File: src/ifd_pkg.sv
// Shared types and constants for the IR frame extract decoder.
package ifd_pkg;

  localparam int DUR_W = 31;
  localparam int CODE_W = 32;
  localparam int LEN_W = 8;
  localparam int CFG_IDX_W = 3;
  localparam int CFG_DATA_W = 31;

  localparam logic [LEN_W-1:0] MAX_FRAME_ELEMENTS = 8'd128;

  // register indexes
  localparam logic [CFG_IDX_W-1:0] REG_HEADER = 3'd0;
  localparam logic [CFG_IDX_W-1:0] REG_ONE = 3'd1;
  localparam logic [CFG_IDX_W-1:0] REG_GAP = 3'd2;
  localparam logic [CFG_IDX_W-1:0] REG_TIMEOUT = 3'd3;
  localparam logic [CFG_IDX_W-1:0] REG_MIN_LEN = 3'd4;

  // reset values
  localparam logic [DUR_W-1:0] HEADER_RST = 31'd4000;
  localparam logic [DUR_W-1:0] ONE_RST = 31'd1000;
  localparam logic [DUR_W-1:0] GAP_RST = 31'd10000;
  localparam logic [DUR_W-1:0] TIMEOUT_RST = 31'd20000;
  localparam logic [LEN_W-1:0] MIN_LEN_RST = 8'd6;

  // input mode codes
  localparam logic MODE_SAMPLE = 1'b0;
  localparam logic MODE_IDLE = 1'b1;

  // result kind codes
  localparam logic KIND_CODE = 1'b0;
  localparam logic KIND_OVERFLOW = 1'b1;

  typedef struct packed {
    logic [DUR_W-1:0] header_threshold;
    logic [DUR_W-1:0] one_threshold;
    logic [DUR_W-1:0] gap_threshold;
    logic [DUR_W-1:0] timeout_threshold;
    logic [LEN_W-1:0] min_frame_length;
  } ifd_cfg_t;

  typedef struct packed {
    logic kind;
    logic [CODE_W-1:0] code;
    logic [LEN_W-1:0] frame_length;
  } ifd_res_t;

endpackage

File: src/ifd_cfg.sv
// Configuration register bank.
module ifd_cfg (
  input  logic                              clk,
  input  logic                              rst_n,
  input  logic                              cfg_we,
  input  logic [ifd_pkg::CFG_IDX_W-1:0]     cfg_index,
  input  logic [ifd_pkg::CFG_DATA_W-1:0]    cfg_wdata,
  output ifd_pkg::ifd_cfg_t                 cfg
);
  import ifd_pkg::*;

  ifd_cfg_t cfg_r;
  ifd_cfg_t cfg_nxt;

  always_comb begin
    cfg_nxt = cfg_r;
    if (cfg_we) begin
      unique case (cfg_index)
        REG_HEADER:  cfg_nxt.header_threshold = cfg_wdata;
        REG_ONE:     cfg_nxt.one_threshold = cfg_wdata;
        REG_GAP:     cfg_nxt.gap_threshold = cfg_wdata;
        REG_TIMEOUT: cfg_nxt.timeout_threshold = cfg_wdata;
        REG_MIN_LEN: cfg_nxt.min_frame_length = cfg_wdata[LEN_W-1:0];
        default:     cfg_nxt = cfg_r;
      endcase
    end
  end

  always_ff @(posedge clk) begin
    if (!rst_n) begin
      cfg_r.header_threshold <= HEADER_RST;
      cfg_r.one_threshold <= ONE_RST;
      cfg_r.gap_threshold <= GAP_RST;
      cfg_r.timeout_threshold <= TIMEOUT_RST;
      cfg_r.min_frame_length <= MIN_LEN_RST;
    end else begin
      cfg_r <= cfg_nxt;
    end
  end

  assign cfg = cfg_r;

endmodule

File: src/ifd_core.sv
// Frame tracking state and single-pass decode of one registered duration.
module ifd_core (
  input  logic                          clk,
  input  logic                          rst_n,
  input  logic                          advance,
  input  logic                          mode,
  input  logic [ifd_pkg::DUR_W-1:0]     duration,
  input  ifd_pkg::ifd_cfg_t             cfg,
  output logic                          res_valid,
  output ifd_pkg::ifd_res_t             res
);
  import ifd_pkg::*;

  logic              hunting_r, hunting_nxt;
  logic [LEN_W-1:0]  count_r, count_nxt;
  logic [CODE_W-1:0] acc_r, acc_nxt;
  logic [LEN_W-1:0]  count_inc;
  logic [CODE_W-1:0] acc_shift;
  logic              odd_data;

  assign count_inc = count_r + LEN_W'(1);
  assign odd_data = count_r[0] && (duration < cfg.header_threshold);
  assign acc_shift = {acc_r[CODE_W-2:0], (duration >= cfg.one_threshold)};

  always_comb begin
    hunting_nxt = hunting_r;
    count_nxt = count_r;
    acc_nxt = acc_r;
    res_valid = 1'b0;
    res.kind = KIND_CODE;
    res.code = acc_r;
    res.frame_length = count_r;
    if (mode == MODE_IDLE) begin
      if (!hunting_r && (count_r != '0) && (duration >= cfg.timeout_threshold)) begin
        hunting_nxt = 1'b1;
        res_valid = (count_r > cfg.min_frame_length);
      end
    end else if (hunting_r) begin
      if (duration > cfg.timeout_threshold) begin
        hunting_nxt = 1'b0;
        count_nxt = '0;
        acc_nxt = '0;
      end
    end else if (count_r >= MAX_FRAME_ELEMENTS) begin
      hunting_nxt = 1'b1;
      res_valid = 1'b1;
      res.kind = KIND_OVERFLOW;
      res.code = '0;
      res.frame_length = MAX_FRAME_ELEMENTS;
    end else begin
      if (odd_data) begin
        acc_nxt = acc_shift;
      end
      count_nxt = count_inc;
      res.code = acc_nxt;
      res.frame_length = count_inc;
      if ((duration > cfg.gap_threshold) || (duration == '0)) begin
        hunting_nxt = 1'b1;
        res_valid = (count_inc > cfg.min_frame_length);
      end
    end
  end

  always_ff @(posedge clk) begin
    if (!rst_n) begin
      hunting_r <= 1'b1;
      count_r <= '0;
      acc_r <= '0;
    end else if (advance) begin
      hunting_r <= hunting_nxt;
      count_r <= count_nxt;
      acc_r <= acc_nxt;
    end
  end

endmodule

File: src/ir_frame_extract_decoder_core.sv
// Top level of the IR frame extract decoder.
//
//   channel  direction  handshake             payload
//   in_      input      in_valid / in_ready   in_mode, in_duration
//   out_     output     out_valid / out_ready out_kind, out_code, out_frame_length
//   cfg_     input      cfg_we (no wait)      cfg_index, cfg_wdata
//
// One transaction per cycle sustained while no stalled result holds the flow.
// An item passes the input register, then the decode into the result register.
// Reset (rst_n low, synchronous) clears the valid flags, frame state and
// loads the register defaults.
// A stalled result only holds back an item that itself makes a result; items
// that make none keep flowing past a waiting result.
module ir_frame_extract_decoder_core (
  input  logic                            clk,
  input  logic                            rst_n,
  input  logic                            in_valid,
  output logic                            in_ready,
  input  logic                            in_mode,
  input  logic [ifd_pkg::DUR_W-1:0]       in_duration,
  output logic                            out_valid,
  input  logic                            out_ready,
  output logic                            out_kind,
  output logic [ifd_pkg::CODE_W-1:0]      out_code,
  output logic [ifd_pkg::LEN_W-1:0]       out_frame_length,
  input  logic                            cfg_we,
  input  logic [ifd_pkg::CFG_IDX_W-1:0]   cfg_index,
  input  logic [ifd_pkg::CFG_DATA_W-1:0]  cfg_wdata
);
  import ifd_pkg::*;

  ifd_cfg_t cfg;

  // input register
  logic             s1_valid_r, s1_valid_nxt;
  logic             s1_mode_r;
  logic [DUR_W-1:0] s1_dur_r;

  // result register
  logic     out_valid_r, out_valid_nxt;
  ifd_res_t out_res_r;

  logic     res_valid;
  ifd_res_t res;
  logic     advance;
  logic     in_fire;

  ifd_cfg u_cfg (
    .clk       (clk),
    .rst_n     (rst_n),
    .cfg_we    (cfg_we),
    .cfg_index (cfg_index),
    .cfg_wdata (cfg_wdata),
    .cfg       (cfg)
  );

  ifd_core u_core (
    .clk       (clk),
    .rst_n     (rst_n),
    .advance   (advance),
    .mode      (s1_mode_r),
    .duration  (s1_dur_r),
    .cfg       (cfg),
    .res_valid (res_valid),
    .res       (res)
  );

  // the held item moves on unless it has a result and the result slot is full
  assign advance = s1_valid_r && (!res_valid || !out_valid_r || out_ready);
  assign in_ready = rst_n && (!s1_valid_r || advance);
  assign in_fire = in_valid && in_ready;

  always_comb begin
    s1_valid_nxt = s1_valid_r;
    if (in_fire) begin
      s1_valid_nxt = 1'b1;
    end else if (advance) begin
      s1_valid_nxt = 1'b0;
    end
  end

  always_comb begin
    out_valid_nxt = out_valid_r;
    if (advance && res_valid) begin
      out_valid_nxt = 1'b1;
    end else if (out_ready) begin
      out_valid_nxt = 1'b0;
    end
  end

  always_ff @(posedge clk) begin
    if (!rst_n) begin
      s1_valid_r <= 1'b0;
      out_valid_r <= 1'b0;
    end else begin
      s1_valid_r <= s1_valid_nxt;
      out_valid_r <= out_valid_nxt;
    end
  end

  // payload registers
  always_ff @(posedge clk) begin
    if (in_fire) begin
      s1_mode_r <= in_mode;
      s1_dur_r <= in_duration;
    end
    if (advance && res_valid) begin
      out_res_r <= res;
    end
  end

  assign out_valid = out_valid_r;
  assign out_kind = out_res_r.kind;
  assign out_code = out_res_r.code;
  assign out_frame_length = out_res_r.frame_length;

endmodule

File: config.mk
export PLATFORM = sky130hd
export DESIGN_NAME = ir_frame_extract_decoder_core
export DESIGN_NICKNAME = d
export VERILOG_FILES = /design/src/ifd_pkg.sv /design/src/ifd_cfg.sv /design/src/ifd_core.sv /design/src/ir_frame_extract_decoder_core.sv
export SDC_FILE = /design/constraint.sdc
export NUM_CORES = 1
export LEC_CHECK = 0
export ABC_AREA = 1
export BUFFER_PORTS_ARGS = -buffer_cell sky130_fd_sc_hd__buf_2
export CORE_ASPECT_RATIO = 1.75
export CORE_MARGIN = 2
export CORE_UTILIZATION = 32
export CTS_CLUSTER_DIAMETER = 200
export DETAILED_ROUTE_END_ITERATION = 8
export GPL_ROUTABILITY_DRIVEN = 1
export PLACE_DENSITY = 0.58
export SLEW_MARGIN = 15
export SYNTH_ARGS = -nofsm -noshare
export SYNTH_HDL_FRONTEND = slang
export SYNTH_SLANG_ARGS = --single-unit
File: constraint.sdc
create_clock -name clk -period 7.4 [get_ports clk]
set_input_delay 1.48 -clock clk [delete_from_list [all_inputs] [get_ports clk]]
set_output_delay 1.48 -clock clk [all_outputs]
set_load 0.01 [all_outputs]
==> impl_metrics.toml, run 1 <==
[final_layout]
number_of_filler_cells_placed_in_the_layout = 4334
final_layout_size_suffix_gt1_share_pct = 9.87
layout_cells_excl_fill = 2355
final_net_count = 1995
area_growth_pct = 14.4
core_utilization_of_the_finished_layout_pct = 37.0

[critical_path]
critPathCaptureType = "primary output"
path_max_fanout = 5
cp-start-kind = "flip-flop"
timing_worst_setup_path_type = "flip-flop to primary output"
critical_path_arrival_ns = 3.41
crit_required_ns = 5.92
ff2ff_path_depth = 21

[drt]
detail_route.drc_violations = 0
count_of_nets_left_with_antenna_violations_after_detail_routing = 0
total_routed_length_um = 35800
dr_total_vias = 11200
detailedRoute.firstIterationViolations = 485
detail_route.first_pass.iterations = 4
drt-vias-per-instance = 4.76
routed_wire_length_per_instance_um = 15.2

[timing]
fin_tns_setup_ns = 0
setup_viol_count_final = 0
timing.final.hold_violations = 0
fin_ws_ns = 2.51
setup_repair_after_global_routing_missed_its_margin = "false"
final_min_period_ns = 4.89
finalCritPeriodShare_pct = 66.1
slew-limit-headroom_pct = 24.0
fmax_ghz = 0.204
worst_clock_skew_ns = 0.0212
timing.final.max_slew_violations = 0
transition_time_at_the_pin_with_the_least_slew_margin_ns = 1.14

[placed_design]
pre_cts_slack_ns = 3.03
gp_routability_congestion = 0.878
io_buffer_count = 113
placed_cells = 2305
post-dp-hpwl_um = 26100

[yosys]
syn-instance-count = 1698
synth_simple_gate_area_share_pct = 19.4
synth_mux_area_share_pct = 0
synth_compound_area_share_pct = 15.0
mappedNetlistArea_sq_um = 13200
synth.net_count = 1910
synthAdderAreaFrac_pct = 13.4
postSynthRegisterBits = 248
seq_area_frac_synth_pct = 43.2
synthesis.yosys.warnings = 0
synth.distinct_cells = 39
avgSynthCellArea_sq_um = 7.76
dominant_combinational_cell_family_by_area_after_synthesis = "simple AND/OR/NAND/NOR gates"
yosys.area_share.xor_xnor_pct = 0.199

[die]
initial_utilization_pct = 32.4
rows = 98
die_width_um = 157
die-area_sq_um = 42900
core_area_sq_um = 40700
die_height_um = 273
top_level_ports = 114

[clock_network]
tritoncts.num_buffers = 26
clkTransAtPathRegs_ns = 0.06
htree_levels = 1
clock_tree.root_cell = "clkbuf_16"
cts_resized = 0
clock_tree.buffer_depth = 3
cts.sinks = 248
tritoncts = "yes"
post_cts_hold_fix_bufs = 0
cts_setup_buffers = 0
clock_latency_ns = 0.55

[worst_hold_path]
hold-path-cell-count = 2
timing.hold.worst.class = "flip-flop to flip-flop"

[global_routing]
grt_antenna_before_repair = 3
grt_overflow_total = 0
grt_pass1_wl_um = 55900
largest_net_degree_at_the_start_of_global_routing = 115
groute.usage.overall_pct = 16.6
grt_pass1_vias = 10600

[power_and_ir_drop]
total_power_mw = 3.09
p_leak_nw = 6.87
cellInternalPower_mw = 2.30
vdd_drop_max_uv = 169
power_density_nw_per_um2 = 205
netSwitchingFraction_pct = 25.7
power.combinational.fraction_pct = 10.7
power.share.sequential_pct = 47.7
power.share.clock_pct = 41.6
p_sw_mw = 0.793

[run]
maxCapViolations = 0

[run_status]
outcome = "complete, no violations"
-- critical path: stages, from the launching register on --
cell	delay, ns
dfxtp_1	0.44
inv_1	0.14
nor3_1	0.24
nand2_1	0.11
nor3_1	0.15
inv_1	0.07
nor2_1	0.19
xor2_1	0.10
ha_1	0.30
nand2_1	0.07
nor2_1	0.14
nand2_1	0.07
nand3_1	0.06
nand2_1	0.05
a21oi_1	0.12
nand2_1	0.08
nand2_2	0.09
nand3_1	0.09
nand2_1	0.14
inv_1	0.07
buf_2	0.14
-- flip-flops by register name, summed over array words and instances, names as in the netlist, 8 cells and up --
signal	flops
out_frame_length	8
u_core.count_r	8
s1_dur_r	31
out_code	32
u_cfg.cfg	132
u_core.acc_r	32
-- Yosys cell counts (all sizes together) --
library cell | number | area (sq um)
clkbuf | 51 | 191
a21boi | 1 | 7.51
o21ai | 164 | 821
o22ai | 2 | 12.5
o2111ai | 1 | 8.76
o21a | 3 | 22.5
nand4 | 21 | 146
a41oi | 1 | 8.76
nor4 | 7 | 43.8
xor2 | 3 | 26.3
nor3 | 11 | 70.1
a31oi | 1 | 6.26
nand2 | 350 | 1320
nor2 | 214 | 808
a211oi | 1 | 7.51
and3 | 2 | 12.5
a21oi | 173 | 870
or2 | 1 | 6.26
nand3 | 19 | 100
edfxtp | 73 | 2190
ha | 141 | 1760
o221ai | 1 | 8.76
dfxtp | 175 | 3500
clkinv | 1 | 3.75
o211ai | 22 | 165
a21o | 4 | 30.0
inv | 229 | 860
o21bai | 1 | 7.51
nand3b | 6 | 45.0
buf | 19 | 113
-- power groups by stage --
stage | registers [mW] | clock network [mW] | logic, mW
floorplan | 1.49 | 0 | 0.227
global placement | 1.50 | 0 | 0.324
detailed placement | 1.50 | 0 | 0.331
CTS | 1.47 | 1.33 | 0.333
global route | 1.48 | 1.37 | 0.381
finish | 1.47 | 1.29 | 0.330
-- path summary, 6_finish.rpt --
check / startpoint / to / slack, ns
max: u_core.count_r[0]$_SDFFE_PN0P_ / in_ready / 2.51
min: u_cfg.cfg[99]$_SDFFE_PN0P_ / u_cfg.cfg[99]$_SDFFE_PN0P_ / 0.46
max reg2reg: u_core.count_r[0]$_SDFFE_PN0P_ / u_core.count_r[0]$_SDFFE_PN0P_ / 3.49
min reg2reg: u_cfg.cfg[99]$_SDFFE_PN0P_ / u_cfg.cfg[99]$_SDFFE_PN0P_ / 0.46
-- cell usage in the layout (no fill, tap or decap), types with 20 or more instances in the layout --
master / count
a21oi_1: 172
buf_2: 112
clkbuf_16: 27
dfxtp_1: 175
edfxtp_1: 73
ha_1: 141
inv_1: 227
nand2_1: 347
nand4_1: 20
nor2_1: 209
o211ai_1: 22
o21ai_0: 164
-- metal layers --
metal  wire length (um)  global-route usage (%)  vias to the layer above
li1                   -                       -                     5736
met3               1120                    1.92                       85
met4               1550                    7.66                        2
met2              19500                    32.1                      204
met5                  7                       0                        -
met1              13700                    17.5                     5176
-- stage by stage --
stage	hold WS, ns	instance area, sq um
final	0.459	15100
after global placement	0.446	14300
after global routing	0.474	15100
after detailed placement	0.454	14300
after floorplan	0.435	13200
after CTS	0.463	15100
-- cells by family (layout without fill, tap and decap cells) --
group | count (synthesis) | count (layout)
and+or+nand+nor | 631 | 631
AOI/OAI and AO/OA | 375 | 375
buffers and inverters | 300 | 405
DFF | 248 | 248
adders and majority gates | 141 | 141
xor gates and xnor gates | 3 | 3
other | 0 | 2
-- area by class of cell --
cell class | instances | area [sq um] | area share [%]
multi-input combinational | 1150 | 6330 | 42.0
sequential | 248 | 5700 | 37.8
inverter | 230 | 863 | 5.73
clock buffer | 39 | 751 | 4.98
tap | 550 | 688 | 4.56
timing repair buffer | 127 | 673 | 4.46
clock inverter | 9 | 68.8 | 0.456
antenna | 2 | 5.00 | 0.0332
Note: power is estimated with default switching activity, not from simulation.
==> run 2, diff against run 1 <==
- PLACE_DENSITY: 0.58 -> 0.6
- clock period: 7.4 -> 4.3 ns (I/O delays scaled with it)
==> impl_metrics.toml, run 2 (synthesized netlist as in run 1, its figures left out) <==
[critical_path]
cpPeakStageDelay_ns = 0.36
crit_required_ns = 3.44
critical_path_arrival_ns = 3.16
path_max_fanout = 4
cpMaxStageDelayCell = "dfxtp_1"
critPathCaptureType = "primary output"
timing_worst_setup_path_type = "flip-flop to primary output"
crit_chain = "inv_1 -> nor3_2 -> nand2_1 -> nor3_2 -> inv_1 -> nor2_4 -> xor2_1 -> ha_1 -> nand2_1 -> nor2_1 -> nand2_1 -> nand3_1 -> nand2_1 -> a21oi_1 -> nand2_1 -> nand2_2 -> nand3_1 -> nand2_2 -> inv_1 -> buf_2"
critical-path-top-cell-by-count = "nand2_1"
cp-start-kind = "flip-flop"

[timing]
transition_time_at_the_pin_with_the_least_slew_margin_ns = 0.744
fin_tns_setup_ns = 0
slew-limit-headroom_pct = 50.4
timing.final.max_slew_violations = 0
fmax_ghz = 0.249
finalCritPeriodShare_pct = 93.4
final_min_period_ns = 4.02
worst_clock_skew_ns = 0.0216
timing.final.hold_violations = 0
setup_viol_count_final = 0
fin_ws_ns = 0.283

[final_layout]
final_layout_size_suffix_gt1_share_pct = 10.7
commonest_non_fill_non_tap_cells_in_the_layout = "nand2_1, inv_1, nor2_1"
layout_cells_excl_fill = 2361
layout.cells.most_common = "nand2_1"
area_growth_pct = 15.5
largest_register_ffs = 132
final_net_count = 1999
core_utilization_of_the_finished_layout_pct = 37.4

[drt]
dr_total_vias = 11200
detail_route.first_pass.iterations = 5
detailedRoute.firstIterationViolations = 392
drt-vias-per-instance = 4.74
routed_wire_length_per_instance_um = 15.0
count_of_nets_left_with_antenna_violations_after_detail_routing = 0
detail_route.drc_violations = 0
total_routed_length_um = 35500

[run]
maxCapViolations = 0

[die]
top_level_ports = 114
core_area_sq_um = 40700
rows = 98
initial_utilization_pct = 32.4
die_height_um = 273
die-area_sq_um = 42900
die_width_um = 157

[clock_network]
tritoncts = "yes"
post_cts_hold_fix_bufs = 0
cts.sinks = 248
clkTransAtPathRegs_ns = 0.06
tritoncts.num_buffers = 27
clock_tree.buffer_depth = 3
clock_tree.root_cell = "clkbuf_16"
htree_levels = 1
cts_setup_buffers = 0
clock_latency_ns = 0.56

[global_routing]
grt_antenna_before_repair = 5
grt_pass1_wl_um = 56200
grt_overflow_total = 0
groute.usage.overall_pct = 16.5
grt_pass1_vias = 11000
largest_net_degree_at_the_start_of_global_routing = 170

[power_and_ir_drop]
vdd_drop_max_uv = 254
power_density_nw_per_um2 = 356
total_power_mw = 5.42
p_leak_nw = 6.94

[placed_design]
gp_routability_congestion = 0.875
pre_cts_slack_ns = 0.564
placed_cells = 2308
io_buffer_count = 113
post-dp-hpwl_um = 25700

[worst_hold_path]
timing.hold.worst.class = "flip-flop to flip-flop"

[run_status]
outcome = "complete, no violations"
-- run 2: cell types whose count changed in the layout (fill, tap and decap cells not counted), moves of 2 or more --
| cell | previous run | this run |
|---|---|---|
| nor3_1 | 8 | 6 |
| clkinv_1 | 6 | 3 |
| clkbuf_8 | 3 | 8 |
| dfxtp_1 | 175 | 173 |
| inv_2 | 0 | 2 |
| nor3_2 | 3 | 5 |
| buf_12 | 0 | 3 |
-- run 2: metal layers --
metal  up-vias  wire (um)  track usage, %
met5         -          8               0
met4         2       1440            7.37
met3        69       1230            2.03
met2       212      19200            31.6
met1      5162      13600            17.7
li1       5743          -               -
-- run 2: critical path: cells and delay by family, from the launching register on --
kind            cells  cell delay, ns
compound gates      1            0.12
buf+inv             4            0.41
xor+xnor            1            0.08
fa+ha+maj           1            0.30
simple gates       13            1.33
flops               1            0.36
-- run 2: area by class of cell --
type	count	area (sq um)
antenna	3	7.51
clock buffer	43	816
clock inverter	7	61.3
fill	4316	25500
inverter	230	863
multi-input combinational	1150	6350
sequential	248	5700
tap	550	688
timing repair buffer	130	733
-- run 2: through the flow --
step	hold slack [ns]	instance area, sq um
floorplan	0.435	13200
global route	0.458	15200
detailed placement	0.453	14300
finish	0.460	15200
global placement	0.445	14300
CTS	0.454	15200
-- run 2: path summary, 6_finish.rpt --
kind,startpoint,endpoint,cells past startpoint,slack (ns)
max,u_core.count_r[1]$_SDFFE_PN0P_,in_ready,20,0.28
min,u_cfg.cfg[124]$_SDFFE_PN0P_,u_cfg.cfg[124]$_SDFFE_PN0P_,2,0.46
max reg2reg,u_core.count_r[1]$_SDFFE_PN0P_,s1_dur_r[14]$_DFFE_PP_,20,1.07
min reg2reg,u_cfg.cfg[124]$_SDFFE_PN0P_,u_cfg.cfg[124]$_SDFFE_PN0P_,2,0.46
-- run 2: report_power, final --
group,total [mW],leakage [nW],internal [mW],switching [mW]
Combinational,0.566,4.41,0.203,0.363
Sequential,2.54,2.10,2.49,0.0503
Clock,2.32,0.433,1.35,0.966
Total,5.42,6.94,4.04,1.38
-- run 2: timing repair --
action                                  in CTS  in global routing
pin swaps                                    0                  0
endpoints found under the setup margin       1                  1
resized for setup                            1                  8
==> run 3, diff against run 2 <==
- CTS_BUF_LIST: default -> sky130_fd_sc_hd__clkbuf_4 sky130_fd_sc_hd__clkbuf_8 sky130_fd_sc_hd__clkbuf_16
==> impl_metrics.toml, run 3 (synthesized netlist as in run 1, its figures left out) <==
[run_status]
outcome = "complete, no violations"

[power_and_ir_drop]
p_sw_mw = 1.38
netSwitchingFraction_pct = 25.3
p_leak_nw = 6.97
power.combinational.fraction_pct = 10.3
power.share.sequential_pct = 46.3
power.share.clock_pct = 43.4
vdd_drop_max_uv = 254
power_density_nw_per_um2 = 359
total_power_mw = 5.48
cellInternalPower_mw = 4.09

[drt]
detailed_route_wirelength_on_metal3_um = 1220
count_of_nets_left_with_antenna_violations_after_detail_routing = 0
drt-vias-per-instance = 4.73
detailedRoute.firstIterationViolations = 395
total_routed_length_um = 35400
detail_route.first_pass.iterations = 8
maxUsedRoutingLayer = "met5"
routedLengthMet1_um = 13600
routed_wire_length_per_instance_um = 15.0
route.met2.wl_um = 19200
detail_route.drc_violations = 0
dr_total_vias = 11200

[critical_path]
critPathCaptureType = "primary output"
crit_required_ns = 3.44
ff2ff_path_depth = 20
cp-startpoint = "u_core.count_r[1]$_SDFFE_PN0P_"
regToRegEndpoint = "s1_dur_r[9]$_DFFE_PP_"
timing.critical_path.buf_inv = 4
critical-path-top-delay-family = "simple AND/OR/NAND/NOR gates"
critical-path-top-cell-by-count = "nand2_1"
crit-reg2reg-launch = "u_core.count_r[1]$_SDFFE_PN0P_"
r2r_slack_ns = 1.07
cpPeakStageDelay_ns = 0.36
path_max_fanout = 4
cpMaxStageDelayCell = "dfxtp_1"
crit_chain = "inv_1 -> nor3_2 -> nand2_1 -> nor3_2 -> inv_1 -> nor2_4 -> xor2_1 -> ha_1 -> nand2_1 -> nor2_1 -> nand2_1 -> nand3_1 -> nand2_1 -> a21oi_1 -> nand2_1 -> nand2_2 -> nand3_1 -> nand2_2 -> inv_1 -> buf_2"
cp-start-kind = "flip-flop"
critical_path_arrival_ns = 3.15
timing_worst_setup_path_type = "flip-flop to primary output"

[placed_design]
gp_routability_congestion = 0.875
io_buffer_count = 113
post-dp-hpwl_um = 25700

[timing]
setup_viol_count_final = 0
slew-limit-headroom_pct = 47.2
fmax_ghz = 0.249
worst_clock_skew_ns = 0.0227
finalCritPeriodShare_pct = 93.4
timing.final.hold_violations = 0
final_min_period_ns = 4.01
transition_time_at_the_pin_with_the_least_slew_margin_ns = 0.793
timing.final.max_slew_violations = 0
fin_tns_setup_ns = 0

[clock_network]
htree_levels = 1
clock_tree.buffer_depth = 3
clock_latency_ns = 0.56
clock_tree.root_cell = "clkbuf_16"
tritoncts = "yes"
tritoncts.num_buffers = 27
cts_setup_buffers = 0
cts.sinks = 248
clkTransAtPathRegs_ns = 0.06

[die]
core_area_sq_um = 40700
die_width_um = 157
rows = 98
initial_utilization_pct = 32.4
top_level_ports = 114
die_height_um = 273
die-area_sq_um = 42900

[global_routing]
largest_net_degree_at_the_start_of_global_routing = 170
grt_pass1_vias = 10900
groute.usage.overall_pct = 16.5
grt_pass1_wl_um = 56100
grt_antenna_before_repair = 5
grt_overflow_total = 0

[final_layout]
area_growth_pct = 15.7
multi_input_comb_area_sq_um = 6350
final_layout_size_suffix_gt1_share_pct = 11.1
commonest_non_fill_non_tap_cells_in_the_layout = "nand2_1, inv_1, nor2_1"
largest_register_ffs = 132
final_net_count = 1999
area.sequential_sq_um = 5700
number_of_filler_cells_placed_in_the_layout = 4310
layout.cells.most_common = "nand2_1"

[worst_hold_path]
hp-start = "u_cfg.cfg[124]$_SDFFE_PN0P_"
timing.hold.worst.class = "flip-flop to flip-flop"
worst_hold_path.endpoint = "u_cfg.cfg[124]$_SDFFE_PN0P_"
hold-path-cell-count = 2

[run]
maxCapViolations = 0
-- run 3: cell types whose count changed in the layout (fill, tap and decap cells not counted), sizes merged --
cell and change:
diode -1
-- run 3: worst max path at each step --
stage | endpoint | slack (ns) | cells after the start
after floorplan | s1_dur_r[0]$_DFFE_PP_ | 0.31 | 19
after global placement | in_ready | 0.61 | 20
after detailed placement | in_ready | 0.56 | 20
after CTS | in_ready | 0.02 | 20
after global routing | in_ready | -0.01 | 20
final | in_ready | 0.29 | 20
-- run 3: area by class of cell --
class / count / share of cell area [%]
Sequential cell: 248 / 37.4
Clock buffer: 43 / 5.55
Tap cell: 550 / 4.51
Antenna cell: 2 / 0.0328
Inverter: 230 / 5.66
Timing Repair Buffer: 130 / 4.81
Multi-Input combinational cell: 1150 / 41.7
Clock inverter: 7 / 0.402
-- run 3: what timing repair did --
item / CTS / global route
cloned: 0 / 0
hold buffers: 0 / 0
endpoints found under the hold margin: 0 / 0
endpoints found under the setup margin: 1 / 1
resized for setup: 1 / 8
-- run 3: power by group through the flow --
stage	clock network [mW]	registers (mW)	logic (mW)
after floorplan	0	2.57	0.390
after global placement	0	2.58	0.555
after detailed placement	0	2.59	0.569
after CTS	2.43	2.54	0.573
after global routing	2.52	2.54	0.656
final	2.37	2.54	0.566
-- run 3: routing by layer --
layer | GRT usage [%] | up-vias
met5 | 0 | -
met4 | 6.91 | 2
met3 | 2.01 | 68
met2 | 31.8 | 214
met1 | 17.7 | 5150
li1 | - | 5740
-- run 3: through the flow --
step                util (%)  setup slack (ns)  hold WS [ns]  cell area (sq um)  cells
floorplan                  -             0.309         0.435              13200   1698
finish                  37.5             0.285         0.458              15200   2360
global route            37.5          -0.00968         0.458              15200   2360
detailed placement      35.2             0.564         0.453              14300   2308
CTS                     37.4            0.0170         0.454              15200   2358
global placement        35.2             0.606         0.445              14300   2308
-- run 3: worst register-to-register path, stage by stage (launching register included) --
cell     delay (ns)
dfxtp_1        0.36
inv_1          0.10
nor3_2         0.20
nand2_1        0.13
nor3_2         0.12
inv_1          0.10
nor2_4         0.11
xor2_1         0.16
ha_1           0.26
nand2_1        0.10
nor2_1         0.05
nor2_1         0.08
nand3_1        0.08
nand2_1        0.07
a21oi_1        0.06
nand2_1        0.07
nand2_2        0.07
nand3_1        0.10
nand2_2        0.08
nor2_4         0.08
buf_4          0.44
